**src/hdl/c8x_pkg.sv**
```systemverilog
package c8x_pkg;

   // fixed geometry of memory and screen
   localparam int ADDR_W   = 12;
   localparam int MEM_BYTES = 4096;
   localparam int SCR_ROWS = 32;
   localparam int SCR_COLS = 64;
   localparam int ROW_W    = 5;

   // item kinds
   localparam logic [1:0] ACT_EXEC  = 2'd0;
   localparam logic [1:0] ACT_WRITE = 2'd1;
   localparam logic [1:0] ACT_READ  = 2'd2;
   localparam logic [1:0] ACT_ROW   = 2'd3;

   // opcode groups (top nibble)
   localparam logic [3:0] OPG_SYS  = 4'h0;
   localparam logic [3:0] OPG_JP   = 4'h1;
   localparam logic [3:0] OPG_CALL = 4'h2;
   localparam logic [3:0] OPG_SE   = 4'h3;
   localparam logic [3:0] OPG_SNE  = 4'h4;
   localparam logic [3:0] OPG_SER  = 4'h5;
   localparam logic [3:0] OPG_LD   = 4'h6;
   localparam logic [3:0] OPG_ADD  = 4'h7;
   localparam logic [3:0] OPG_ALU  = 4'h8;
   localparam logic [3:0] OPG_SNER = 4'h9;
   localparam logic [3:0] OPG_LDI  = 4'hA;
   localparam logic [3:0] OPG_JPV  = 4'hB;
   localparam logic [3:0] OPG_RND  = 4'hC;
   localparam logic [3:0] OPG_DRW  = 4'hD;
   localparam logic [3:0] OPG_KEY  = 4'hE;
   localparam logic [3:0] OPG_MISC = 4'hF;

   localparam logic [15:0] OP_CLS = 16'h00E0;
   localparam logic [15:0] OP_RET = 16'h00EE;

   localparam logic [3:0] ALU_MOV  = 4'h0;
   localparam logic [3:0] ALU_OR   = 4'h1;
   localparam logic [3:0] ALU_AND  = 4'h2;
   localparam logic [3:0] ALU_XOR  = 4'h3;
   localparam logic [3:0] ALU_ADD  = 4'h4;
   localparam logic [3:0] ALU_SUB  = 4'h5;
   localparam logic [3:0] ALU_SHR  = 4'h6;
   localparam logic [3:0] ALU_SUBN = 4'h7;
   localparam logic [3:0] ALU_SHL  = 4'hE;

   localparam logic [7:0] KEY_DOWN = 8'h9E;
   localparam logic [7:0] KEY_UP   = 8'hA1;

   localparam logic [7:0] MSC_GETDT = 8'h07;
   localparam logic [7:0] MSC_WAITK = 8'h0A;
   localparam logic [7:0] MSC_SETDT = 8'h15;
   localparam logic [7:0] MSC_SETST = 8'h18;
   localparam logic [7:0] MSC_ADDI  = 8'h1E;
   localparam logic [7:0] MSC_FONT  = 8'h29;
   localparam logic [7:0] MSC_BCD   = 8'h33;
   localparam logic [7:0] MSC_STORE = 8'h55;
   localparam logic [7:0] MSC_LOAD  = 8'h65;

   // instruction classes seen by the sequencer
   localparam logic [2:0] CLS_SIMPLE = 3'd0;
   localparam logic [2:0] CLS_FLAG   = 3'd1;
   localparam logic [2:0] CLS_BCD    = 3'd2;
   localparam logic [2:0] CLS_STORE  = 3'd3;
   localparam logic [2:0] CLS_LOAD   = 3'd4;
   localparam logic [2:0] CLS_DRAW   = 3'd5;

   typedef struct packed {
      logic [1:0]  action;
      logic [15:0] opcode;
      logic [15:0] keys_down;
      logic        key_event_valid;
      logic [3:0]  key_event_code;
      logic [7:0]  random_byte;
      logic [11:0] mem_address;
      logic [7:0]  mem_write_data;
      logic [4:0]  screen_row_select;
   } item_type;

   typedef struct packed {
      logic [11:0] program_counter;
      logic [15:0] index_value;
      logic [7:0]  read_byte;
      logic [63:0] row_pixels;
      logic        redraw;
      logic        stack_fault;
      logic [7:0]  delay_value;
      logic [7:0]  sound_value;
   } res_type;

   typedef struct packed {
      logic load_item;
      logic rd_regs;
      logic exec;
      logic wr_flag;
      logic bcd_wr;
      logic st_rd;
      logic st_wr;
      logic ld_rd;
      logic ld_wr;
      logic dr_rd;
      logic dr_wr;
      logic clr_wr;
      logic finish;
   } cmd_type;

   typedef struct packed {
      logic [1:0] action;
      logic [2:0] op_cls;
      logic       cnt_last;
      logic       draw_empty;
      logic       clr_last;
      logic       out_free;
   } stat_type;

   function automatic logic [2:0] op_class(input logic [15:0] op);
      logic [2:0] c;
      c = CLS_SIMPLE;
      unique case (op[15:12])
         OPG_ALU: begin
            case (op[3:0]) inside
               ALU_ADD, ALU_SUB, ALU_SHR, ALU_SUBN, ALU_SHL: c = CLS_FLAG;
               default: c = CLS_SIMPLE;
            endcase
         end
         OPG_DRW: c = CLS_DRAW;
         OPG_MISC: begin
            case (op[7:0])
               MSC_BCD:   c = CLS_BCD;
               MSC_STORE: c = CLS_STORE;
               MSC_LOAD:  c = CLS_LOAD;
               default:   c = CLS_SIMPLE;
            endcase
         end
         default: c = CLS_SIMPLE;
      endcase
      return c;
   endfunction

   // {hundreds, tens, ones}
   function automatic logic [11:0] bcd8(input logic [7:0] v);
      logic [1:0]  h;
      logic [7:0]  r;
      logic [15:0] p;
      logic [3:0]  t;
      logic [7:0]  o;
      h = (v >= 8'd200) ? 2'd2 : ((v >= 8'd100) ? 2'd1 : 2'd0);
      r = v - 8'(h * 8'd100);
      p = 16'(r) * 16'd205;
      t = p[14:11];
      o = r - 8'(t * 8'd10);
      return {2'b00, h, t, o[3:0]};
   endfunction

endpackage

```
**src/hdl/c8x_ctrl.sv**
```systemverilog
module c8x_ctrl (
   input  logic               clock,
   input  logic               reset,
   input  logic               req_tvalid,
   output logic               req_tready,
   input  c8x_pkg::stat_type  stat,
   output c8x_pkg::cmd_type   cmd
);
   import c8x_pkg::*;

   localparam logic [3:0] ST_CLEAR = 4'd0;
   localparam logic [3:0] ST_IDLE  = 4'd1;
   localparam logic [3:0] ST_READ  = 4'd2;
   localparam logic [3:0] ST_EXEC  = 4'd3;
   localparam logic [3:0] ST_FLAG  = 4'd4;
   localparam logic [3:0] ST_BCD   = 4'd5;
   localparam logic [3:0] ST_SRD   = 4'd6;
   localparam logic [3:0] ST_SWR   = 4'd7;
   localparam logic [3:0] ST_LRD   = 4'd8;
   localparam logic [3:0] ST_LWR   = 4'd9;
   localparam logic [3:0] ST_DRD   = 4'd10;
   localparam logic [3:0] ST_DWR   = 4'd11;
   localparam logic [3:0] ST_DONE  = 4'd12;

   logic [3:0] state_ff, state_in;

   always_comb begin
      state_in   = state_ff;
      cmd        = '0;
      req_tready = 1'b0;
      unique case (state_ff)
         ST_CLEAR: begin
            cmd.clr_wr = 1'b1;
            if (stat.clr_last) state_in = ST_IDLE;
         end
         ST_IDLE: begin
            req_tready = 1'b1;
            if (req_tvalid) begin
               cmd.load_item = 1'b1;
               state_in      = ST_READ;
            end
         end
         ST_READ: begin
            cmd.rd_regs = 1'b1;
            state_in    = ST_EXEC;
         end
         ST_EXEC: begin
            cmd.exec = 1'b1;
            if (stat.action != ACT_EXEC) begin
               state_in = ST_DONE;
            end else begin
               case (stat.op_cls)
                  CLS_FLAG:  state_in = ST_FLAG;
                  CLS_BCD:   state_in = ST_BCD;
                  CLS_STORE: state_in = ST_SRD;
                  CLS_LOAD:  state_in = ST_LRD;
                  CLS_DRAW:  state_in = stat.draw_empty ? ST_FLAG : ST_DRD;
                  default:   state_in = ST_DONE;
               endcase
            end
         end
         ST_FLAG: begin
            cmd.wr_flag = 1'b1;
            state_in    = ST_DONE;
         end
         ST_BCD: begin
            cmd.bcd_wr = 1'b1;
            if (stat.cnt_last) state_in = ST_DONE;
         end
         ST_SRD: begin
            cmd.st_rd = 1'b1;
            state_in  = ST_SWR;
         end
         ST_SWR: begin
            cmd.st_wr = 1'b1;
            state_in  = stat.cnt_last ? ST_DONE : ST_SRD;
         end
         ST_LRD: begin
            cmd.ld_rd = 1'b1;
            state_in  = ST_LWR;
         end
         ST_LWR: begin
            cmd.ld_wr = 1'b1;
            state_in  = stat.cnt_last ? ST_DONE : ST_LRD;
         end
         ST_DRD: begin
            cmd.dr_rd = 1'b1;
            state_in  = ST_DWR;
         end
         ST_DWR: begin
            cmd.dr_wr = 1'b1;
            state_in  = stat.cnt_last ? ST_FLAG : ST_DRD;
         end
         ST_DONE: begin
            if (stat.out_free) begin
               cmd.finish = 1'b1;
               state_in   = ST_IDLE;
            end
         end
         default: state_in = ST_IDLE;
      endcase
   end

   always_ff @(posedge clock) begin
      if (reset) begin
         state_ff <= ST_CLEAR;
      end else begin
         state_ff <= state_in;
      end
   end

endmodule

```
**config.mk**
```make
export PLATFORM = sky130hd
export DESIGN_NAME = c8x_ctrl
export DESIGN_NICKNAME = d
export VERILOG_FILES = /design/src/hdl/c8x_pkg.sv /design/src/hdl/c8x_ctrl.sv
export SDC_FILE = /design/constraint.sdc
export NUM_CORES = 1
export LEC_CHECK = 0
export ABC_AREA = 1
export BUFFER_PORTS_ARGS = -buffer_cell sky130_fd_sc_hd__buf_4
export CORE_MARGIN = 2
export CORE_UTILIZATION = 33
export DETAILED_ROUTE_END_ITERATION = 10
export SYNTH_ARGS = -nofsm -noshare
export SYNTH_HDL_FRONTEND = slang
export SYNTH_SLANG_ARGS = --single-unit
```
**constraint.sdc**
```tcl
create_clock -name clock -period 3.5 [get_ports clock]
set_clock_uncertainty 0.15 [all_clocks]
set_input_delay 0.875 -clock clock [delete_from_list [all_inputs] [get_ports clock]]
set_output_delay 0.875 -clock clock [all_outputs]
set_load 0.01 [all_outputs]
```
======== Yosys cells after proc, flatten, opt, wreduce, memory -nomap -nowiden ========
Index checks and enable logic that the tools add are counted.
word-level totals
  bits of input ports ..................... 12
  word-level logic and storage cells ...... 52
  register bits after elaboration ......... 4
  output and inout bits ................... 14
cells by class
  eq/ne operators ......................... 21
  muxes and demuxes ....................... 27
  reductions and logical operators ........ 3
operator list
  cell                number
  $pmux 4 s13         1
  $mux 4              8
  $eq 4x4->1 const B  5
  $pmux 4 s5          1
  $eq 4x3->1 const B  4
  $mux 1              16
  $eq 4x2->1 const B  2
  $ne 2x2->1 const B  4
  $eq 3x2->1 const B  2
  $eq 3x3->1 const B  2
  $eq 4x1->1 const B  1
  $logic_not 4->1     1
  $reduce_and 4->1    1
  $eq 3x1->1 const B  1
  $mux 3              1
  $reduce_bool 2->1   1

======== Logic depth before layout (Yosys ltp) ========
Gate-level depths: netlist of run 1.
  depth in word-level cells ............... 4
  depth in mapped cells ................... 9
  mapped depth without buffers ............ 9

======== Worst setup path before layout of run 1 ========
OpenSTA, ideal clock, no wires.
  kind .................................... input port to output port
  start ................................... input port stat[0] in the netlist's numbering
  end ..................................... output port cmd[0] in the netlist's numbering
  path buffers ............................ 0
  required time ........................... 2,475 ps
  slack ................................... 1,261 ps
  cell stages on the path ................. 2
  arrival time ............................ 1,214 ps
  cell sequence ........................... inv_1 > nor3_1
RTL lines
  what             line           source
  start, declared  c8x_ctrl.sv:6  input c8x_pkg::stat_type stat,
  end, declared    c8x_ctrl.sv:7  output c8x_pkg::cmd_type cmd

==> results.sh, run 1 <==
export IMPL_placementRows=14
export IMPL_post_cts_buffers=0
export IMPL_port_buffers=25
export IMPL_grt_max_degree=8
export IMPL_crit_start="stat[0]"
export IMPL_numCtsBuffers=3
export IMPL_hold_buffers=0
export IMPL_postRouteWirelength_um=1410
export IMPL_avgSynthCellArea_um2=5.34
export IMPL_ys_async_sr_fraction_pct=0
export IMPL_crit_chain="buf_4 -> inv_1 -> nor3_1 -> buf_4"
export IMPL_ctsResizeCount=0
export IMPL_p_leak_nw=0.432
export IMPL_path_clk_slew_ps=30
export IMPL_finalMaxSlewViolations=0
export IMPL_core_area_um2=1540
export IMPL_start_kind="input pin"
export IMPL_slew_headroom_pct=80.5
export IMPL_htreeDepth=1
export IMPL_synth_flop_cell="dfxtp_1"
export IMPL_cpMaxStageDelayCell="nor3_1"
export IMPL_nFillCells=176
export IMPL_worst_pin_slew_ps=292
export IMPL_avgViaCountPerCell=4.65
export IMPL_wire_per_inst_um=9.62
export IMPL_crit_type="input pin to output port"
export IMPL_hp_class="flip-flop to flip-flop"
export IMPL_regToRegSetupSlack_ps=2060
export IMPL_drt_antenna_violating_nets=0
export IMPL_reg2regPathDepth=9
export IMPL_largest_reg_flops=4
export IMPL_ys_seq_area_share_pct=14.5
export IMPL_ys_ff_latch=4
export IMPL_syn_inst=103
export IMPL_synth_edf_count=0
export IMPL_status="completed"
export IMPL_drc=0
export IMPL_fin_crit_ps=2340
export IMPL_initial_core_util_pct=35.7
export IMPL_layout_drive_gt1_share_pct=35.9
export IMPL_endpoint_kind="output port"
export IMPL_top_regs="state_ff (4)"
export IMPL_timing_rr_start="state_ff[1]$_SDFFE_PP0P_"
export IMPL_drt_pass1_iter_count=4
export IMPL_drtIter0Drc=23
export IMPL_antenna_cells=0
export IMPL_synth_fp_nets=116
export IMPL_top_register="state_ff"
export IMPL_areaGrowthSynthToFinish_pct=41.8
export IMPL_maxCapViolCount=0
export IMPL_grt_use_total_pct=15.9
export IMPL_vdd_ir_drop_max_v=0.000189
export IMPL_die_h_um=44.8
export IMPL_antenna_found_initial=0
export IMPL_io_pins=26
export IMPL_crit_path_frequent_cell="buf_4"
export IMPL_die_w_um=44.8
export IMPL_grt_overflow_total=0
export IMPL_cts_sinks=4
export IMPL_critPathMaxStageDelay_ps=180
export IMPL_synth_area_um2=551
export IMPL_cts_buffer_depth=2
export IMPL_hpwl_um=1190
export IMPL_yosysWarnings=0
export IMPL_timing_final_crit_share_pct=66.9
export IMPL_dr_total_vias=684
export IMPL_r2r_end="state_ff[0]$_SDFFE_PP0P_"
export IMPL_yosysUniqueCellTypes=19
export IMPL_die_area_um2=2010
export IMPL_path_max_fanout=2
export IMPL_hold_ws_ps=488
export IMPL_arrival_ps=1320
export IMPL_p_per_area_nw_per_um2=376
export IMPL_grt_first_pass_wirelength_um=2420
export IMPL_tns_ps=0
export IMPL_root_buffer="clkbuf_4"
export IMPL_crit_required_ps=2470
export IMPL_clk_latency_ps=230
export IMPL_gp_congestion=0.784
export IMPL_setup_viol=0
export IMPL_cp_endpoint="cmd[0]"
export IMPL_cts_tree="done"
export IMPL_hold_viol_final=0
export IMPL_nets=146
export IMPL_rsz0062_at_grt="false"
export IMPL_grt_pass1_vias=587
export IMPL_fmax_mhz=427
critical path: cells and delay by family:
family                 cells  cell delay [ps]
buffers and inverters      3              270
AND/OR/NAND/NOR            1              180
cell usage in the layout (no fill, tap or decap):
| master | instances |
|---|---|
| a21oi_1 | 4 |
| buf_4 | 25 |
| clkbuf_4 | 3 |
| clkinv_1 | 1 |
| dfxtp_1 | 4 |
| ha_1 | 1 |
| inv_1 | 13 |
| inv_2 | 5 |
| inv_6 | 1 |
| nand2_1 | 20 |
| nand2_2 | 6 |
| nand2_4 | 1 |
| nand3_1 | 10 |
| nand3b_2 | 1 |
| nand4_1 | 1 |
| nor2_1 | 26 |
| nor2_2 | 2 |
| nor2_4 | 3 |
| nor3_1 | 1 |
| o21ai_0 | 2 |
| o21bai_1 | 1 |
report_power, final:
part | leakage, nW | switching [mW] | internal [mW]
sequential | 0.0327 | 0.0147 | 0.0536
combinational | 0.386 | 0.100 | 0.0690
clock | 0.0138 | 0.0178 | 0.0383
total | 0.432 | 0.133 | 0.161
per-stage QoR:
stage | area [um2] | utilization [%] | power (mW) | setup slack (ps) | instances
after floorplan | 551 | - | 0.181 | 1260 | 103
after global placement | 758 | 49.2 | 0.238 | 1170 | 144
after detailed placement | 758 | 49.2 | 0.239 | 1150 | 144
after CTS | 781 | 50.6 | 0.298 | 1150 | 147
after global routing | 781 | 50.6 | 0.325 | 1110 | 147
final | 781 | 50.6 | 0.294 | 1160 | 147
per-layer routing:
metal | vias to the layer above | wire length [um] | track usage [%]
met5 | - | 0 | 0
met4 | 0 | 0 | 5.29
met3 | 0 | 38 | 1.20
met2 | 11 | 672 | 24.3
met1 | 305 | 704 | 23.4
li1 | 368 | - | -
cell usage after synthesis, types with 2 or more instances:
| master | instances | area [um2] |
|---|---|---|
| a21oi_1 | 4 | 20.0 |
| nor2_2 | 2 | 12.5 |
| nand2_1 | 20 | 75.1 |
| inv_1 | 13 | 48.8 |
| nand2_2 | 6 | 37.5 |
| o21ai_0 | 2 | 10.0 |
| inv_2 | 5 | 18.8 |
| nor2_1 | 26 | 97.6 |
| nand3_1 | 10 | 50.1 |
| nor2_4 | 3 | 33.8 |
| dfxtp_1 | 4 | 80.1 |
final cells by class:
type / count / area, um2 / share of cell area (%)
flip-flops and latches: 4 / 80.1 / 10.3
repair buffers: 25 / 188 / 24.0
clock buffers: 3 / 22.5 / 2.88
well taps: 16 / 20.0 / 2.56
multi-input cells: 79 / 390 / 50.0
inverters: 20 / 80.1 / 10.3
worst min-delay path by stage:
stage	from	to	slack (ps)	cells past startpoint
after floorplan	state_ff[0]$_SDFFE_PP0P_	state_ff[0]$_SDFFE_PP0P_	430	2
after global placement	state_ff[0]$_SDFFE_PP0P_	state_ff[0]$_SDFFE_PP0P_	470	2
after detailed placement	state_ff[0]$_SDFFE_PP0P_	state_ff[0]$_SDFFE_PP0P_	480	2
after CTS	state_ff[0]$_SDFFE_PP0P_	state_ff[0]$_SDFFE_PP0P_	490	2
after global routing	state_ff[0]$_SDFFE_PP0P_	state_ff[0]$_SDFFE_PP0P_	520	2
final	state_ff[0]$_SDFFE_PP0P_	state_ff[0]$_SDFFE_PP0P_	490	2
logic make-up (layout without fill, tap and decap cells):
group	count (synthesis)	in the layout	synth area share (%)
buffers and inverters	20	48	14.5
adders and majority gates	1	1	2.27
AOI/OAI and AO/OA	7	7	6.82
DFF	4	4	14.5
and+or+nand+nor	71	71	61.8
(Power assumes the default switching activity.)
==> run 2, diff against run 1 <==
Clock period 3.5 ns to 2.07 ns, I/O delays scaled along.
==> results.sh, run 2 (synthesis results as in run 1) <==
export IMPL_initial_core_util_pct=35.7
export IMPL_arrival_ps=1240
export IMPL_root_buffer="clkbuf_4"
export IMPL_dpl_worst_slack_ps=219
export IMPL_post_route_util_pct=50.6
export IMPL_multi_input_area_um2=390
export IMPL_wire_per_inst_um=9.48
export IMPL_hold_ws_ps=307
export IMPL_top_regs="state_ff (4)"
export IMPL_hold_buffers=0
export IMPL_path_max_fanout=7
export IMPL_drtIter0Drc=9
export IMPL_antenna_found_initial=0
export IMPL_top_register="state_ff"
export IMPL_power_frac_comb_pct=57.6
export IMPL_fin_crit_ps=1910
export IMPL_die_h_um=44.8
export IMPL_clkPwrFrac_pct=19.3
export IMPL_dp_cells=144
export IMPL_power_switching_share_pct=45.1
export IMPL_grt_pass1_vias=639
export IMPL_crit_required_ps=1400
export IMPL_clk_latency_ps=230
export IMPL_placementRows=14
export IMPL_core_area_um2=1540
export IMPL_die_w_um=44.8
export IMPL_globalRouteMet2Util_pct=26.4
export IMPL_reg2regPathDepth=9
export IMPL_placed_area_um2=758
export IMPL_tns_ps=0
export IMPL_post_cts_buffers=0
export IMPL_crit_start="state_ff[0]$_SDFFE_PP0P_"
export IMPL_cts_sinks=4
export IMPL_worst_pin_slew_ps=277
export IMPL_grt_overflow_total=0
export IMPL_io_pins=26
export IMPL_crit_chain="nand2_2 -> nor2_4 -> inv_2 -> nor2_1 -> buf_4"
export IMPL_grt_util_met3_pct=2.80
export IMPL_avgViaCountPerCell=4.49
export IMPL_timing_final_crit_share_pct=92.3
export IMPL_maxCapViolCount=0
export IMPL_hp_class="input pin to flip-flop"
export IMPL_p_per_area_nw_per_um2=635
export IMPL_grt_first_pass_wirelength_um=2530
export IMPL_endpoint_kind="output port"
export IMPL_areaGrowthSynthToFinish_pct=41.8
export IMPL_hpwl_um=1210
export IMPL_dr_total_vias=660
export IMPL_fmax_mhz=523
export IMPL_setup_viol=0
export IMPL_die_area_um2=2010
export IMPL_drt_antenna_violating_nets=0
export IMPL_cp_endpoint="cmd[12]"
export IMPL_critPathMaxStageDelay_ps=460
export IMPL_final_seq_area_um2=80.1
export IMPL_grt_max_degree=8
export IMPL_cpMaxStageDelayCell="dfxtp_1"
export IMPL_final_cell_mix="nor2_1, buf_4, nand2_1, inv_1, nand3_1"
export IMPL_ctsResizeCount=0
export IMPL_hold_viol_final=0
export IMPL_p_leak_nw=0.432
export IMPL_gp_congestion=0.856
export IMPL_cts_tree="done"
export IMPL_crit_type="flip-flop to output port"
export IMPL_grt_use_total_pct=16.8
export IMPL_r2r_end="state_ff[0]$_SDFFE_PP0P_"
export IMPL_path_clk_slew_ps=40
export IMPL_setup_ws_ps=159
export IMPL_start_kind="flip-flop"
export IMPL_finalPower_uw=496
export IMPL_postRouteWirelength_um=1390
export IMPL_rsz0062_at_grt="false"
export IMPL_layoutNonFillerInstCount=147
export IMPL_timing_rr_start="state_ff[1]$_SDFFE_PP0P_"
export IMPL_largest_reg_flops=4
export IMPL_layout_drive_gt1_share_pct=35.9
export IMPL_vdd_ir_drop_max_v=0.000407
export IMPL_grt_use_met1_pct=22.7
export IMPL_seqPwrFrac_pct=23.0
export IMPL_p_int_uw=272
export IMPL_regToRegSetupSlack_ps=660
export IMPL_htreeDepth=1
export IMPL_finalMaxSlewViolations=0
export IMPL_nets=146
export IMPL_antenna_cells=0
export IMPL_status="completed"
export IMPL_numCtsBuffers=3
export IMPL_grt_most_used_layer="met2"
export IMPL_drt_pass1_iter_count=4
export IMPL_design_area_um2=781
export IMPL_nFillCells=155
export IMPL_final_common_cell="nor2_1"
export IMPL_slew_headroom_pct=81.3
export IMPL_port_buffers=25
export IMPL_switching_power_uw=224
export IMPL_cts_buffer_depth=2
export IMPL_drc=0
## run 2: cell counts in the layout (fill, tap and decap cells not counted)
No cell type changed its count.
## run 2: area by class of cell
cell class              count  share of cell area, %
clock buffers               3                   2.88
inverters                  20                   10.3
multi-input cells          79                   50.0
flip-flops and latches      4                   10.3
well taps                  16                   2.56
repair buffers             25                   24.0
## run 2: metal layers
| layer | share of wire [%] | vias up |
|---|---|---|
| met1 | 50 | 280 |
| met5 | 0 | - |
| met3 | 1.4 | 2 |
| met2 | 48 | 9 |
| li1 | - | 369 |
| met4 | 1.0 | 0 |
## run 2: power by group through the flow
stage	logic, mW	clock network [mW]	registers (mW)
after floorplan	0.196	0	0.109
after global routing	0.323	0.107	0.118
after detailed placement	0.289	0	0.115
final	0.286	0.0958	0.114
after global placement	0.289	0	0.117
after CTS	0.290	0.101	0.114
## run 2: worst min-delay path by stage
stage                               endpoint                      from  cells past startpoint  slack (ps)
floorplan           state_ff[0]$_SDFFE_PP0P_  state_ff[0]$_SDFFE_PP0P_                      2         430
global placement    state_ff[0]$_SDFFE_PP0P_  state_ff[0]$_SDFFE_PP0P_                      2         490
detailed placement  state_ff[0]$_SDFFE_PP0P_  state_ff[0]$_SDFFE_PP0P_                      2         470
CTS                 state_ff[2]$_SDFFE_PP0P_                     reset                      2         300
global route        state_ff[2]$_SDFFE_PP0P_                     reset                      2         310
finish              state_ff[2]$_SDFFE_PP0P_                     reset                      2         310
## run 2: worst max-delay path, delay by kind of cell, from the launching register on
| family | cells | cell delay (ps) |
|---|---|---|
| buffers and inverters | 2 | 170 |
| and+or+nand+nor | 3 | 370 |
| DFF | 1 | 460 |
